[config.mk]
export PLATFORM = sky130hd
export DESIGN_NAME = sdpu_fifo
export DESIGN_NICKNAME = d
export VERILOG_FILES = /design/src/design/sdpu_pkg.sv /design/src/design/sdpu_fifo.sv
export SDC_FILE = /design/constraint.sdc
export NUM_CORES = 1
export LEC_CHECK = 0
export BUFFER_PORTS_ARGS = -buffer_cell sky130_fd_sc_hd__buf_2
export CAP_MARGIN = 10
export CELL_PAD_IN_SITES_DETAIL_PLACEMENT = 1
export CELL_PAD_IN_SITES_GLOBAL_PLACEMENT = 1
export CORE_UTILIZATION = 32
export DETAILED_ROUTE_END_ITERATION = 12
export PLACE_DENSITY = 0.6
export SETUP_SLACK_MARGIN = 0.05
export SLEW_MARGIN = 10
export SYNTH_ARGS = -nofsm -noshare
export SYNTH_HDL_FRONTEND = slang
export SYNTH_SLANG_ARGS = --single-unit
[constraint.sdc]
create_clock -name aclk -period 8 [get_ports aclk]
set_clock_uncertainty 0.05 [all_clocks]
set_input_delay 2.4 -clock aclk [delete_from_list [all_inputs] [get_ports aclk]]
set_output_delay 2.4 -clock aclk [all_outputs]
set_load 0.01 [all_outputs]
[src/design/sdpu_pkg.sv]
`timescale 1ns / 1ps
`default_nettype none
package sdpu_pkg;
    localparam int BIAS_FRAC_BITS = 16;
    localparam int DEPTH_W = 24;
    localparam int PEN_W = 8;
    localparam int NUM2_W = PEN_W + BIAS_FRAC_BITS;
    localparam int DIV1_STEPS = DEPTH_W;
    // transitions: term quotient bits, divisor forming, penumbra quotient bits
    localparam int STAGES = DIV1_STEPS + 1 + NUM2_W;
    localparam int FIFO_DEPTH = 2;
    localparam logic [1:0] REG_BIAS_CONSTANT = 2'd0;
    localparam logic [1:0] REG_BIAS_LINEAR = 2'd1;

    typedef struct packed {
        logic [31:0] spix;
        logic [DEPTH_W-1:0] fdepth;
        logic [PEN_W-1:0] fpen;
        logic neg;
        logic [2*DEPTH_W-1:0] mag;
    } front_t;

    typedef struct packed {
        logic [31:0] spix;
        logic [DEPTH_W-1:0] fdepth;
        logic [PEN_W-1:0] fpen;
        logic neg;
        logic [DEPTH_W-1:0] rem1;
        logic [DEPTH_W-1:0] num1;
        logic [DEPTH_W-1:0] q1;
        logic signed [DEPTH_W+1:0] div2;
        logic [DEPTH_W:0] rem2;
        logic [NUM2_W-1:0] num2;
        logic [NUM2_W-1:0] q2;
    } back_t;
endpackage
`default_nettype wire

[src/design/sdpu_fifo.sv]
`timescale 1ns / 1ps
`default_nettype none
module sdpu_fifo (
    input  wire logic aclk,
    input  wire logic aresetn,
    input  wire logic push,
    input  wire sdpu_pkg::front_t push_item,
    output logic full,
    input  wire logic pop,
    output logic not_empty,
    output sdpu_pkg::front_t pop_item
);
    sdpu_pkg::front_t mem_reg [sdpu_pkg::FIFO_DEPTH];
    logic wptr_reg, rptr_reg;
    logic [1:0] count_reg;

    assign full = (count_reg == 2'(sdpu_pkg::FIFO_DEPTH));
    assign not_empty = (count_reg != 2'd0);
    assign pop_item = mem_reg[rptr_reg];

    // pointer and fill tracking
    always_ff @(posedge aclk) begin
        if (!aresetn) begin
            wptr_reg <= 1'b0;
            rptr_reg <= 1'b0;
            count_reg <= 2'd0;
        end else begin
            if (push) wptr_reg <= ~wptr_reg;
            if (pop) rptr_reg <= ~rptr_reg;
            count_reg <= count_reg + 2'(push) - 2'(pop);
        end
        if (push) mem_reg[wptr_reg] <= push_item;
    end

`ifndef NO_ASSERTIONS
    a_no_overflow: assert property (@(posedge aclk) disable iff (!aresetn)
        push |-> (!full || pop)) else $error("push into full queue");
    a_no_underflow: assert property (@(posedge aclk) disable iff (!aresetn)
        pop |-> not_empty) else $error("pop from empty queue");
    a_count_bound: assert property (@(posedge aclk) disable iff (!aresetn)
        count_reg <= 2'(sdpu_pkg::FIFO_DEPTH)) else $error("queue count out of range");
`endif
endmodule
`default_nettype wire

==> impl_metrics.toml <==
[global_routing]
gr-total-overflow = 0
grt_pass1_wl_um = 26400
grt_pass1_vias = 4748
gr-usage-all-layers_pct = 12.2
grt_start_max_net_pins = 68
antenna_found_initial = 3

[cts]
hold_buffers = 0
cts_buffers = 26
cts_setup_buffers = 0
cts.htree.levels = 1
cts_resized = 0
ctsLongestPathBuffers = 3
clock_sinks = 231
clk_latency_ns = 0.50
clkTransAtPathRegs_ns = 0.06
cts-root-buf = "clkbuf_16"
cts_tree = "built"

[outcome]
status = "completed"

[critical_path]
start_kind = "flip-flop"
path_cells = "buf_4 -> mux2_2 -> buf_2"
end_kind = "output pin"
cp_max_fo = 51
criticalPathCategory = "flip-flop to output pin"
worstPathArrival_ns = 2.84
crit_slowest_cell = "dfxtp_4"
r2r_cells = 2
slowest_delay_ns = 0.93
cp.required_ns = 5.55

[yosys]
synth_top_area_share_pct = 78.2
synth_area_leaders = "edfxtp_1, mux2_4, mux2_2"
ys_types = 15
syn_inst = 373
ys_ff_latch = 231
synthSimpleGateAreaFrac_pct = 0.649
synth.cell_area_um2 = 8670
postSynthAreaPerCell_um2 = 23.3
syn_nets = 492
synthMuxAreaShare_pct = 17.7
yosys.area_share.adder_pct = 0.288
synth_compound_area_share_pct = 0.0865
ys_warn_count = 0
synth_top_family_by_area = "multiplexers"
synth_seq_area_share_pct = 79.4
synth_xor_area_share_pct = 0.361
yosysTopAreaCell = "edfxtp_1"

[timing]
tightest_slew_ns = 0.956
drv_slew = 0
slew-limit-headroom_pct = 36.3
setup_viol = 0
hold_viol_final = 0
tns_ns = 0
rsz0062_at_grt = "no"
fin_crit_sh_pct = 66.1
fmax_mhz = 189
post-route-min-period_ns = 5.29

[detailed_routing]
viasPerCell = 4.38
routed_wl_um = 17400
postRouteAntennaNets = 0
dr.first_iter.drc_count = 201
dr_total_vias = 4296
routedWlPerCell_um = 17.8
dr.pass1.iters = 4
drc = 0

[finish]
largest_reg_flops = 226
nets = 743
fin_util_pct = 42.0
finalNonFillerCells = 980
areaGrowthSynthToFinish_pct = 27.7
drive_above_1_share_pct = 60.9
num-fill-cells = 2571

[die]
dieWidth_um = 167
core_area_um2 = 26400
rows = 59
die_area_um2 = 27800
start_util_pct = 32.9
die_h_um = 167
io_pins = 232

[power_and_ir_drop]
irDropWorstVdd_uv = 195
switching_power_uw = 615
p_seq_share_pct = 48.6
p_comb_share_pct = 9.9
switching_share_pct = 20.9
internal_power_mw = 2.33
leakage_nw = 4.30
totalPowerFinal_mw = 2.94
power_density_nw_per_um2 = 266
p_clk_share_pct = 41.5

[hold_path]
hp-class = "flip-flop to flip-flop"
worstHoldPathCells = 2

[placed_design]
numPortBuffers = 231
detailed_place_hpwl_um = 11600
dp_cells = 931
place.gp.congestion = 0.783

[run]
max-cap-violations = 0
path summary, 6_finish.rpt:
path,startpoint,endpoint,slack (ns)
setup / recovery,flip-flop,pop_item[26],2.71
hold / removal,rptr_reg,flip-flop,0.54
setup reg to reg,wptr_reg,mem_reg[1][64],5.67
hold reg to reg,rptr_reg,flip-flop,0.54
layout by cell type (no fill, tap or decap), drive strengths merged:
cell	n
buf	236
edfxtp	226
mux2	113
clkbuf	32
clkinv	10
bufinv	5
dfxtp	5
and2	4
nor2b	4
inv	2
ha	2
diode	1
or2	1
xor2	1
o21a	1
xnor3	1
clkinvlp	1
layout make-up:
class | count | area (um^2) | area share (%)
Clock inverter | 16 | 203 | 1.83
Multi-Input combinational cell | 127 | 1670 | 15.0
Antenna cell | 1 | 2.50 | 0.0226
Timing Repair Buffer | 236 | 1190 | 10.8
Sequential cell | 231 | 6890 | 62.2
Clock buffer | 32 | 694 | 6.27
Tap cell | 335 | 419 | 3.78
Inverter | 2 | 7.51 | 0.0678
per-layer routing:
layer / part of all wire, % / vias up / global-route usage (%)
met3: 7.5 / 31 / 3.83
met4: 2.0 / 2 / 3.82
li1: - / 1982 / -
met2: 49 / 167 / 20.2
met5: 0.097 / - / 0
met1: 42 / 2114 / 15.2
synthesized netlist by cell type:
master / n
and2_1: 4
buf_2: 4
buf_6: 8
buf_8: 1
dfxtp_1: 5
edfxtp_1: 226
ha_1: 2
inv_1: 2
mux2_2: 43
mux2_4: 70
nor2b_1: 4
o21a_1: 1
or2_2: 1
xnor3_1: 1
xor2_1: 1
cell families after synthesis:
logic type,after synthesis
AOI/OAI and AO/OA,1
xor gates and xnor gates,2
adders and majority gates,2
buffers and inverters,15
DFF,231
muxes,113
and+or+nand+nor,9
critical path: cells and delay by family, from the launching register on:
family   cells  cell delay (ns)
flops        1             0.93
buf+inv      2             0.88
mux          1             0.42
stage by stage:
| stage | hold slack, ns | worst slack (ns) | area (um^2) |
|---|---|---|---|
| 4_1_cts | 0.542 | 2.62 | 11100 |
| 3_5_place_dp | 0.533 | 3.17 | 10200 |
| 2_1_floorplan | 0.505 | 2.15 | 8680 |
| 5_1_grt | 0.570 | 2.54 | 11100 |
| 3_3_place_gp | 0.524 | 3.25 | 10200 |
| 6_report | 0.539 | 2.71 | 11100 |
power by group through the flow:
stage	sequential [mW]	combinational [mW]	clock [mW]
after global placement	1.45	0.290	0
after detailed placement	1.46	0.297	0
after floorplan	1.44	0.192	0
final	1.43	0.291	1.22
after CTS	1.43	0.298	1.26
after global routing	1.44	0.314	1.30
No activity file was read; power rests on OpenSTA's default activity.
