### config.mk
export PLATFORM = sky130hd
export DESIGN_NAME = sdpu_front
export DESIGN_NICKNAME = d
export VERILOG_FILES = /design/src/design/sdpu_pkg.sv /design/src/design/sdpu_front.sv
export SDC_FILE = /design/constraint.sdc
export NUM_CORES = 1
export LEC_CHECK = 0
export BUFFER_PORTS_ARGS = -buffer_cell sky130_fd_sc_hd__buf_2
export CORE_MARGIN = 2
export CORE_UTILIZATION = 68
export CTS_CLUSTER_DIAMETER = 80
export DETAILED_ROUTE_END_ITERATION = 10
export PLACE_DENSITY = 0.9
export SLEW_MARGIN = 20
export SYNTH_ARGS = -nofsm -noshare
export SYNTH_HDL_FRONTEND = slang
export SYNTH_SLANG_ARGS = --single-unit
### constraint.sdc
create_clock -name aclk -period 14.01 [get_ports aclk]
set_input_delay 0 -clock aclk [delete_from_list [all_inputs] [get_ports aclk]]
set_output_delay 0 -clock aclk [all_outputs]
set_load 0.01 [all_outputs]
### src/design/sdpu_pkg.sv
`timescale 1ns / 1ps
`default_nettype none
package sdpu_pkg;
    localparam int BIAS_FRAC_BITS = 16;
    localparam int DEPTH_W = 24;
    localparam int PEN_W = 8;
    localparam int NUM2_W = PEN_W + BIAS_FRAC_BITS;
    localparam int DIV1_STEPS = DEPTH_W;
    // transitions: term quotient bits, divisor forming, penumbra quotient bits
    localparam int STAGES = DIV1_STEPS + 1 + NUM2_W;
    localparam int FIFO_DEPTH = 2;
    localparam logic [1:0] REG_BIAS_CONSTANT = 2'd0;
    localparam logic [1:0] REG_BIAS_LINEAR = 2'd1;

    typedef struct packed {
        logic [31:0] spix;
        logic [DEPTH_W-1:0] fdepth;
        logic [PEN_W-1:0] fpen;
        logic neg;
        logic [2*DEPTH_W-1:0] mag;
    } front_t;

    typedef struct packed {
        logic [31:0] spix;
        logic [DEPTH_W-1:0] fdepth;
        logic [PEN_W-1:0] fpen;
        logic neg;
        logic [DEPTH_W-1:0] rem1;
        logic [DEPTH_W-1:0] num1;
        logic [DEPTH_W-1:0] q1;
        logic signed [DEPTH_W+1:0] div2;
        logic [DEPTH_W:0] rem2;
        logic [NUM2_W-1:0] num2;
        logic [NUM2_W-1:0] q2;
    } back_t;
endpackage
`default_nettype wire

### src/design/sdpu_front.sv
`timescale 1ns / 1ps
`default_nettype none
module sdpu_front (
    input  wire logic aclk,
    input  wire logic aresetn,
    input  wire logic in_valid,
    output logic in_ready,
    input  wire logic [31:0] stored_pixel,
    input  wire logic [23:0] fragment_depth,
    input  wire logic [7:0] fragment_penumbra,
    input  wire logic [23:0] bias_linear,
    output logic out_valid,
    input  wire logic out_ready,
    output sdpu_pkg::front_t out_item
);
    logic valid_reg, valid_next;
    sdpu_pkg::front_t item_reg, item_next;
    logic [23:0] abs_bl;

    assign in_ready = !valid_reg || out_ready;
    assign out_valid = valid_reg;
    assign out_item = item_reg;

    // magnitude product of the depth ratio term
    always_comb begin
        abs_bl = bias_linear[23] ? (~bias_linear + 24'd1) : bias_linear;
        item_next.spix = stored_pixel;
        item_next.fdepth = fragment_depth;
        item_next.fpen = fragment_penumbra;
        item_next.neg = bias_linear[23];
        item_next.mag = abs_bl * fragment_depth;
        valid_next = valid_reg;
        if (in_ready) valid_next = in_valid;
    end

    always_ff @(posedge aclk) begin
        if (!aresetn) valid_reg <= 1'b0;
        else valid_reg <= valid_next;
        if (in_ready && in_valid) item_reg <= item_next;
    end
endmodule
`default_nettype wire

==> results of run 1 <==
## sequential cells by signal (all words and copies together) (netlist names)
register	cells
out_item	113
out_valid	1
## what timing repair did
item | CTS | global route
resized for setup | 0 | 0
hold endpoints to repair | 42 | 0
hold buffers | 43 | 0
## synthesized netlist by cell type (4+ instances only)
master    instances  area share [%]
nand4_1           6            0.16
a211oi_1          4            0.13
a21oi_1          42            0.92
xor2_1           15            0.57
or3_1             5            0.14
o21ai_0          25            0.55
ha_1            175             9.5
a21o_1           30            0.98
and2_1          321             8.8
o41ai_1           4            0.15
o21a_1            5            0.16
a31oi_1          11            0.30
nand2b_1          6            0.16
and3_1            6            0.16
nand3_1           9            0.20
nand2_1         290             4.7
clkbuf_1        108             1.8
edfxtp_1        113              15
inv_1           547             9.0
xnor2_1          47             1.8
nor2_1           20            0.33
nor3_1            6            0.13
or4_4             5            0.25
buf_2             4           0.087
o21bai_1          7            0.23
o31ai_1           7            0.23
fa_1            482              42
## worst paths after layout
check,startpoint,to,slack (ns)
worst max-delay path,bias_linear[6],out_item[40]$_DFFE_PP_,4.88
worst min-delay path,fragment_depth[22],out_item[79]$_DFFE_PP_,0.09
worst max register to register,out_valid$_SDFFE_PN0N_,out_item[68]$_DFFE_PP_,11.78
worst min register to register,out_valid$_SDFFE_PN0N_,out_item[22]$_DFFE_PP_,1.00
## placed cells by master (no fill, tap or decap), drive strengths merged, types with 3 or more instances in the layout
cell type / instances
inv: 548
fa: 482
and2: 321
nand2: 290
buf: 230
ha: 175
edfxtp: 113
xnor2: 47
dlygate4sd3: 43
a21oi: 42
a21o: 30
o21ai: 26
nor2: 20
clkbuf: 20
xor2: 15
a31oi: 11
nand3: 9
o31ai: 8
or4: 8
o21bai: 7
clkinv: 7
nand2b: 6
nor3: 6
and3: 6
nand4: 6
or3: 6
o21a: 5
o41ai: 4
a211oi: 4
o211ai: 3
a21boi: 3
nor2b: 3
## routing by layer
metal / up-vias / wire (um) / GRT usage, %
met4: 0 / 4850 / 25.9
met1: 8844 / 19700 / 42.1
li1: 7358 / - / -
met3: 367 / 6370 / 8.67
met5: - / 0 / 0
met2: 1211 / 30800 / 61.8
## cell families after synthesis
logic type | count (synthesis)
and+or+nand+nor | 688
buffers and inverters | 659
adders and majority gates | 657
AOI/OAI and AO/OA | 164
DFF | 114
xor gates and xnor gates | 62
muxes | 1
## worst max-delay path, delay by kind of cell
family                   cells  cell delay [ns]
XOR/XNOR                     2             0.30
adder cells (fa/ha/maj)      8             3.97
buffers and inverters        5             0.58
AND/OR/NAND/NOR              9             2.93
AO/OA/AOI/OAI                4             1.54
## stage by stage
stage	setup slack, ns	area (um^2)	instances	util (%)	hold slack [ns]
after floorplan	5.40	22900	2345	-	0.0989
after global placement	4.87	24300	2911	72.8	0.176
after detailed placement	4.60	24300	2911	72.8	0.178
after CTS	5.06	25300	2986	75.9	0.0519
after global routing	4.59	25300	2986	75.9	0.0804
final	4.88	25300	2986	75.9	0.0887
## area by class of cell
cell class,count,area [um^2]
flip-flops and latches,114,3410
well taps,448,561
repair buffers,273,1640
clock inverters,12,134
fillers,2162,8050
clock buffers,20,457
multi-input cells,1572,17100
inverters,547,2050
==> results.yml, run 1 <==
cells_and_area:
  drive_above_1_share_pct: 10.8
  fin_nets: 3274
  area_delta_synth_final_pct: 10.4
  num_antenna_cells: 0
synth:
  ys_seq_elements: 114
  synth-edff-count: 113
  synth_top_family_by_area: "adder cells"
  synth_flop_cell: "edfxtp_1"
  synth_async_sr_flop_share_pct: 0
  muxShareOfSynthArea_pct: 0.0436
  synth_compound_area_share_pct: 4.77
  synth_xor_area_share_pct: 2.37
  yosysWarnings: 0
  avgSynthCellArea_um2: 9.78
  synth-adder-area-share_pct: 51.6
  synthSimpleGateAreaFrac_pct: 15.5
  syn_inst: 2345
  synth.distinct_cells: 59
  syn_nets: 3094
  netlist_area_um2: 22900
  seq_area_frac_synth_pct: 14.9
global_route:
  first_global_vias: 19900
  grt-ovfl-total: 0
  antenna_found_initial: 0
  grt_pass1_wl_um: 99900
  grt_use_total_pct: 36.9
  grt_max_degree: 67
route:
  antenna_left: 0
  dr_total_vias: 17800
  post_drt_wl_per_cell_um: 20.7
  drc: 1
  wl_um: 61700
  avgViaCountPerCell: 5.95
  drt_iter0_drc: 1675
  firstDrtPassIters: 9
cts:
  clockRootBuffer: "clkbuf_16"
  cts_tree: "built"
  post-cts-setup-buffer-count: 0
  clk_pin_slew_ns: 0.06
  clk_latency_ns: 0.44
  cts.sinks: 114
  cts.htree.levels: 4
  cts-buffers-inserted: 17
  cts_buffer_depth: 2
timing:
  fin_crit_sh_pct: 65.2
  drv_slew: 0
  hold_violations: 0
  slew_headroom_pct: 40.9
  finClkSkew_ns: 0.0128
  rsz0062_at_grt: "false"
  tightest_slew_ns: 0.886
  fin_setup_tns_ns: 0
  min_period_ns: 9.13
  fmax_mhz: 110
  final-setup-viol-count: 0
critical_path:
  cp-end-kind: "flop"
  cp.required_ns: 14.20
  crit_type: "in2reg"
  cp_common_cell: "fa_1"
  slowest_stage: "o41ai_1"
  start_kind: "primary input"
  cp_data_arrival_time_ns: 9.32
  r2r_cells: 3
  max_stage_delay_ns: 0.84
  path_max_fanout: 24
outcome:
  violations: "DRC"
  status: "finished, violations left"
hold_path:
  hold_depth: 1
  min-delay-path-class: "in2reg"
floorplanning:
  coreArea_um2: 33400
  fp.dieW_um: 188
  rows: 67
  die_y_um: 188
  ios: 207
  die_area_um2: 35200
  floorplan.initialDensity_pct: 68.8
placed_design:
  port_buffers: 206
  dp_hpwl_um: 44500
  place_congestion: 0.923
flow_run:
  drv_cap: 0
Power of run 1 is left out: the tool's default activity adds up to more than one toggle a clock period on the data nets, which glitch-free logic cannot reach.
==> inputs of run 2 (changes only) <==
--- a/config.mk
+++ b/config.mk
@@ -5,12 +5,13 @@
 export SDC_FILE = /design/constraint.sdc
 export NUM_CORES = 1
 export LEC_CHECK = 0
+export ABC_AREA = 1
 export BUFFER_PORTS_ARGS = -buffer_cell sky130_fd_sc_hd__buf_2
 export CORE_MARGIN = 2
-export CORE_UTILIZATION = 68
+export CORE_UTILIZATION = 57
 export CTS_CLUSTER_DIAMETER = 80
 export DETAILED_ROUTE_END_ITERATION = 10
-export PLACE_DENSITY = 0.9
+export PLACE_DENSITY = 0.8
 export SLEW_MARGIN = 20
 export SYNTH_ARGS = -nofsm -noshare
 export SYNTH_HDL_FRONTEND = slang
==> constraint.sdc (replaced) <==
create_clock -name aclk -period 7.65 [get_ports aclk]
set_input_delay 0 -clock aclk [delete_from_list [all_inputs] [get_ports aclk]]
set_output_delay 0 -clock aclk [all_outputs]
set_load 0.01 [all_outputs]
==> results.yml, run 2 <==
outcome:
  status: "completed"
cts:
  clk_latency_ns: 0.45
  cts.htree.levels: 4
  clk_pin_slew_ns: 0.07
  clockRootBuffer: "clkbuf_16"
  cts_tree: "built"
  cts-resized-gates: 0
  post-cts-setup-buffer-count: 0
  cts_buffer_depth: 2
  cts-buffers-inserted: 17
  cts.sinks: 114
placed_design:
  dp_hpwl_um: 58300
  place_congestion: 1.03
  port_buffers: 206
  postPlaceCellArea_um2: 25600
floorplanning:
  die_y_um: 209
  die_area_um2: 43700
  fp.dieW_um: 209
  ios: 207
  coreArea_um2: 41800
  rows: 75
  floorplan.initialDensity_pct: 57.4
cells_and_area:
  fillers: 3556
  drive_above_1_share_pct: 11.7
  num_antenna_cells: 0
  fin_nets: 3866
  final_cell_mix: "759 x inv_1, 636 x nand2_1, 482 x fa_1"
  fin_area_um2: 26800
  largest_reg_flops: 113
  area_delta_synth_final_pct: 11.8
  final_common_cell: "inv_1"
critical_path:
  r2r_setup_slack_ns: 5.93
  cp.required_ns: 7.86
  cp-end-kind: "flop"
  max_stage_delay_ns: 0.59
  r2r_start: "out_valid$_SDFFE_PN0N_"
  r2r-end: "out_item[36]$_DFFE_PP_"
  path_max_fanout: 13
  crit_type: "in2reg"
  slowest_stage: "fa_1"
  cp_data_arrival_time_ns: 7.26
  r2r_cells: 2
  cp_common_cell: "nand2_1"
  start_kind: "primary input"
synth:
  avgSynthCellArea_um2: 8.33
  synth_async_sr_flop_share_pct: 0
  synth_flop_cell: "edfxtp_1"
  ys_seq_elements: 114
  yosysWarnings: 0
  seq_area_frac_synth_pct: 14.2
  syn_inst: 2879
  netlist_area_um2: 24000
  yosys-top-cells-area: "fa_1 40%, edfxtp_1 14%, inv_1 12%"
  synth.distinct_cells: 44
  yosysMostFrequentCell: "inv_1"
  yosysTopAreaCell: "fa_1"
  synth_top_area_share_pct: 40.2
  syn_nets: 3628
  synth-edff-count: 113
  ys_top_cells_by_count: "759 x inv_1, 636 x nand2_1, 482 x fa_1"
route:
  firstDrtPassIters: 9
  post_drt_wl_per_cell_um: 19.8
  dr_total_vias: 20000
  antenna_left: 0
  wl_um: 72700
  drc: 0
  avgViaCountPerCell: 5.46
  drt_iter0_drc: 1774
timing:
  min_period_ns: 7.05
  rsz0062_at_grt: "false"
  slew_headroom_pct: 38.0
  final-setup-viol-count: 0
  fmax_mhz: 142
  tightest_slew_ns: 0.930
  finClkSkew_ns: 0.0130
  fin_setup_tns_ns: 0
  drv_slew: 0
  hold_violations: 0
  fin_crit_sh_pct: 92.2
hold_path:
  holdPathEnd: "out_item[60]$_DFFE_PP_"
  min-delay-path-class: "in2reg"
  hp-start: "fragment_depth[3]"
  hold_depth: 2
global_route:
  grt_max_degree: 70
  grt-ovfl-total: 0
  grt_pass1_wl_um: 117000
  grt_use_total_pct: 35.6
  antenna_found_initial: 0
  first_global_vias: 21900
flow_run:
  drv_cap: 0
-- run 2: changes by cell type after synthesis, moves of 21 or more --
cell | previous run | this run
buf_2 | 4 | 29
inv_1 | 547 | 759
and2_1 | 321 | 3
nand2_1 | 290 | 636
a21oi_1 | 42 | 79
nand3_1 | 9 | 63
nor2_1 | 20 | 314
a21o_1 | 30 | 1
clkbuf_1 | 108 | 46
xnor2_1 | 47 | 6
nor2_2 | 0 | 21
-- run 2: per-stage QoR --
step           std cells  hold WS, ns  worst slack [ns]  util (%)
2_1_floorplan       2879       0.0989              1.11         -
3_3_place_gp        3581        0.177             0.391      61.3
3_5_place_dp        3581        0.178             0.283      61.3
4_1_cts             3669       0.0210             0.728      64.2
5_1_grt             3669       0.0492            0.0996      64.2
6_report            3669       0.0729             0.598      64.2
-- run 2: cell type report --
class / count / area (um^2) / area share [%]
flip-flops and latches: 114 / 3410 / 12.7
well taps: 539 / 674 / 2.52
repair buffers: 312 / 1970 / 7.34
inverters: 781 / 2930 / 10.9
clock buffers: 19 / 453 / 1.69
clock inverters: 13 / 196 / 0.733
multi-input cells: 1891 / 17200 / 64.1
-- run 2: routing by layer --
metal,global-route usage [%],wire (um),vias up
li1,-,-,8796
met1,43.6,26100,9770
met2,58.1,34100,1161
met3,7.17,7400,321
met4,22.1,5180,0
met5,0,0,-
-- run 2: critical path, delay by kind of cell --
| family | cells | cell delay (ns) |
|---|---|---|
| buffers and inverters | 8 | 0.88 |
| adders and majority gates | 9 | 4.19 |
| and+or+nand+nor | 17 | 2.18 |
-- run 2: kinds of logic (layout without fill, tap and decap cells) --
kind of cell,after synthesis,count (layout),share of synthesized area [%]
compound gates,118,118,2.83
simple gates,1086,1086,18.2
fa+ha+maj,657,657,49.4
xor+xnor,30,30,1.16
flops,114,114,14.2
buf+inv,874,1125,14.2
-- run 2: how the worst max path moves through the flow --
stage / cells after the start / start / to
after floorplan: 34 / bias_linear[0] / out_item[39]$_DFFE_PP_
after global placement: 34 / bias_linear[0] / out_item[44]$_DFFE_PP_
after detailed placement: 34 / bias_linear[1] / out_item[44]$_DFFE_PP_
after CTS: 34 / bias_linear[1] / out_item[44]$_DFFE_PP_
after global routing: 34 / bias_linear[1] / out_item[43]$_DFFE_PP_
final: 34 / bias_linear[1] / out_item[44]$_DFFE_PP_
-- run 2: what timing repair did --
item                       4_1_cts  5_1_grt
setup endpoints to repair        0        0
hold endpoints to repair        55        0
hold buffers                    56        0
Power of run 2 is left out for the same reason.
==> inputs of run 3 (changes only) <==
--- a/config.mk
+++ b/config.mk
@@ -12,6 +12,7 @@
 export CTS_CLUSTER_DIAMETER = 80
 export DETAILED_ROUTE_END_ITERATION = 10
 export PLACE_DENSITY = 0.8
+export RECOVER_POWER = 50
 export SLEW_MARGIN = 20
 export SYNTH_ARGS = -nofsm -noshare
 export SYNTH_HDL_FRONTEND = slang
==> results.yml, run 3 (synthesized netlist as in run 2, its figures left out) <==
cts:
  cts_buffer_depth: 2
  clk_pin_slew_ns: 0.06
  cts_tree: "built"
  clockRootBuffer: "clkbuf_16"
  clk_latency_ns: 0.45
  cts-resized-gates: 0
  cts.sinks: 114
  cts.htree.levels: 4
  post-cts-setup-buffer-count: 0
  cts-buffers-inserted: 17
cells_and_area:
  fillers: 3635
  fin_cells: 3671
  largest_reg_flops: 113
  final_cell_mix: "759 x inv_1, 636 x nand2_1, 482 x fa_1"
  area_delta_synth_final_pct: 11.1
  finalCoreUtilization_pct: 63.8
  drive_above_1_share_pct: 7.54
  final_common_cell: "inv_1"
  fin_nets: 3866
route:
  drc: 0
  post_drt_wl_per_cell_um: 19.8
  drt_iter0_drc: 1743
  dr_total_vias: 20100
  antenna_left: 0
  firstDrtPassIters: 8
  avgViaCountPerCell: 5.48
  wl_um: 72800
critical_path:
  r2r_setup_slack_ns: 5.92
  path_max_fanout: 14
  r2r-end: "out_item[36]$_DFFE_PP_"
  crit_start: "fragment_depth[14]"
  cp-end-kind: "flop"
  max_stage_delay_ns: 0.79
  cp_common_cell: "fa_1"
  cp.required_ns: 7.85
  cp-endpoint: "out_item[34]$_DFFE_PP_"
  slowest_stage: "clkinv_1"
  r2r_cells: 2
  crit_type: "in2reg"
  cp_data_arrival_time_ns: 7.53
  r2r_start: "out_valid$_SDFFE_PN0N_"
  start_kind: "primary input"
placed_design:
  dp_hpwl_um: 58300
  dp.cells: 3581
  place_congestion: 1.03
  port_buffers: 206
timing:
  slew_headroom_pct: -5.85
  fmax_mhz: 136
  final-setup-viol-count: 0
  drv_slew: 52
  fin_setup_tns_ns: 0
  tightest_slew_ns: 1.59
  hold_violations: 0
  fin_crit_sh_pct: 95.8
  finClkSkew_ns: 0.0119
  rsz0062_at_grt: "false"
  min_period_ns: 7.33
floorplanning:
  coreArea_um2: 41800
  die_area_um2: 43700
  floorplan.initialDensity_pct: 57.4
  die_y_um: 209
  fp.dieW_um: 209
  rows: 75
  ios: 207
flow_run:
  drv_cap: 2
outcome:
  violations: "capacitance limit, slew limit"
  status: "finished, violations left"
global_route:
  grt-ovfl-total: 0
  antenna_found_initial: 0
  grt_use_total_pct: 35.6
  first_global_vias: 21900
  grt_pass1_wl_um: 117000
  grt_max_degree: 70
hold_path:
  min-delay-path-class: "in2reg"
run 3: changes by cell type in the layout (fill, tap and decap cells not counted), sizes merged:
cell	change
diode	+2
clkbuf	+130
buf	-130
run 3: worst min path at each step:
stage / depth (start not counted) / start / endpoint / slack [ns]
4_1_cts: 2 / fragment_depth[3] / out_item[60]$_DFFE_PP_ / 0.02
2_1_floorplan: 0 / stored_pixel[19] / out_item[100]$_DFFE_PP_ / 0.1
5_1_grt: 2 / stored_pixel[6] / out_item[87]$_DFFE_PP_ / 0.25
3_5_place_dp: 1 / stored_pixel[3] / out_item[84]$_DFFE_PP_ / 0.18
3_3_place_gp: 1 / fragment_penumbra[1] / out_item[50]$_DFFE_PP_ / 0.18
6_report: 2 / stored_pixel[11] / out_item[92]$_DFFE_PP_ / 0.25
run 3: timing repair:
item                       in CTS  in global routing
hold endpoints to repair       55                  0
setup endpoints to repair       0                  0
hold buffers                   56                  0
run 3: worst max-delay path, delay by kind of cell:
kind / cells / cell delay [ns]
adder cells (fa/ha/maj): 8 / 3.75
buffers and inverters: 7 / 2.23
AND/OR/NAND/NOR: 10 / 1.52
run 3: area by class of cell:
| cell class | instances | area, um^2 | share of cell area [%] |
|---|---|---|---|
| multi-input combinational | 1891 | 17200 | 64.5 |
| sequential | 114 | 3410 | 12.8 |
| inverter | 781 | 2930 | 11.0 |
| timing repair buffer | 312 | 1800 | 6.74 |
| tap | 539 | 674 | 2.53 |
| clock buffer | 19 | 453 | 1.70 |
| clock inverter | 13 | 196 | 0.737 |
| antenna | 2 | 5.00 | 0.0188 |
run 3: stage by stage:
step	instance area (um^2)	setup WS (ns)	hold WS, ns
CTS	26800	0.728	0.0210
global route	26600	0.0563	0.248
detailed placement	25600	0.283	0.178
finish	26600	0.318	0.253
floorplan	24000	1.11	0.0989
global placement	25600	0.391	0.177
run 3: metal layers:
metal / global-route usage [%] / routed length (um) / up-vias
met5: 0 / 0 / -
li1: - / - / 8793
met1: 43.6 / 26300 / 9812
met3: 7.17 / 7140 / 331
met2: 58.1 / 34000 / 1182
met4: 22.1 / 5360 / 0
Power of run 3 is left out for the same reason.
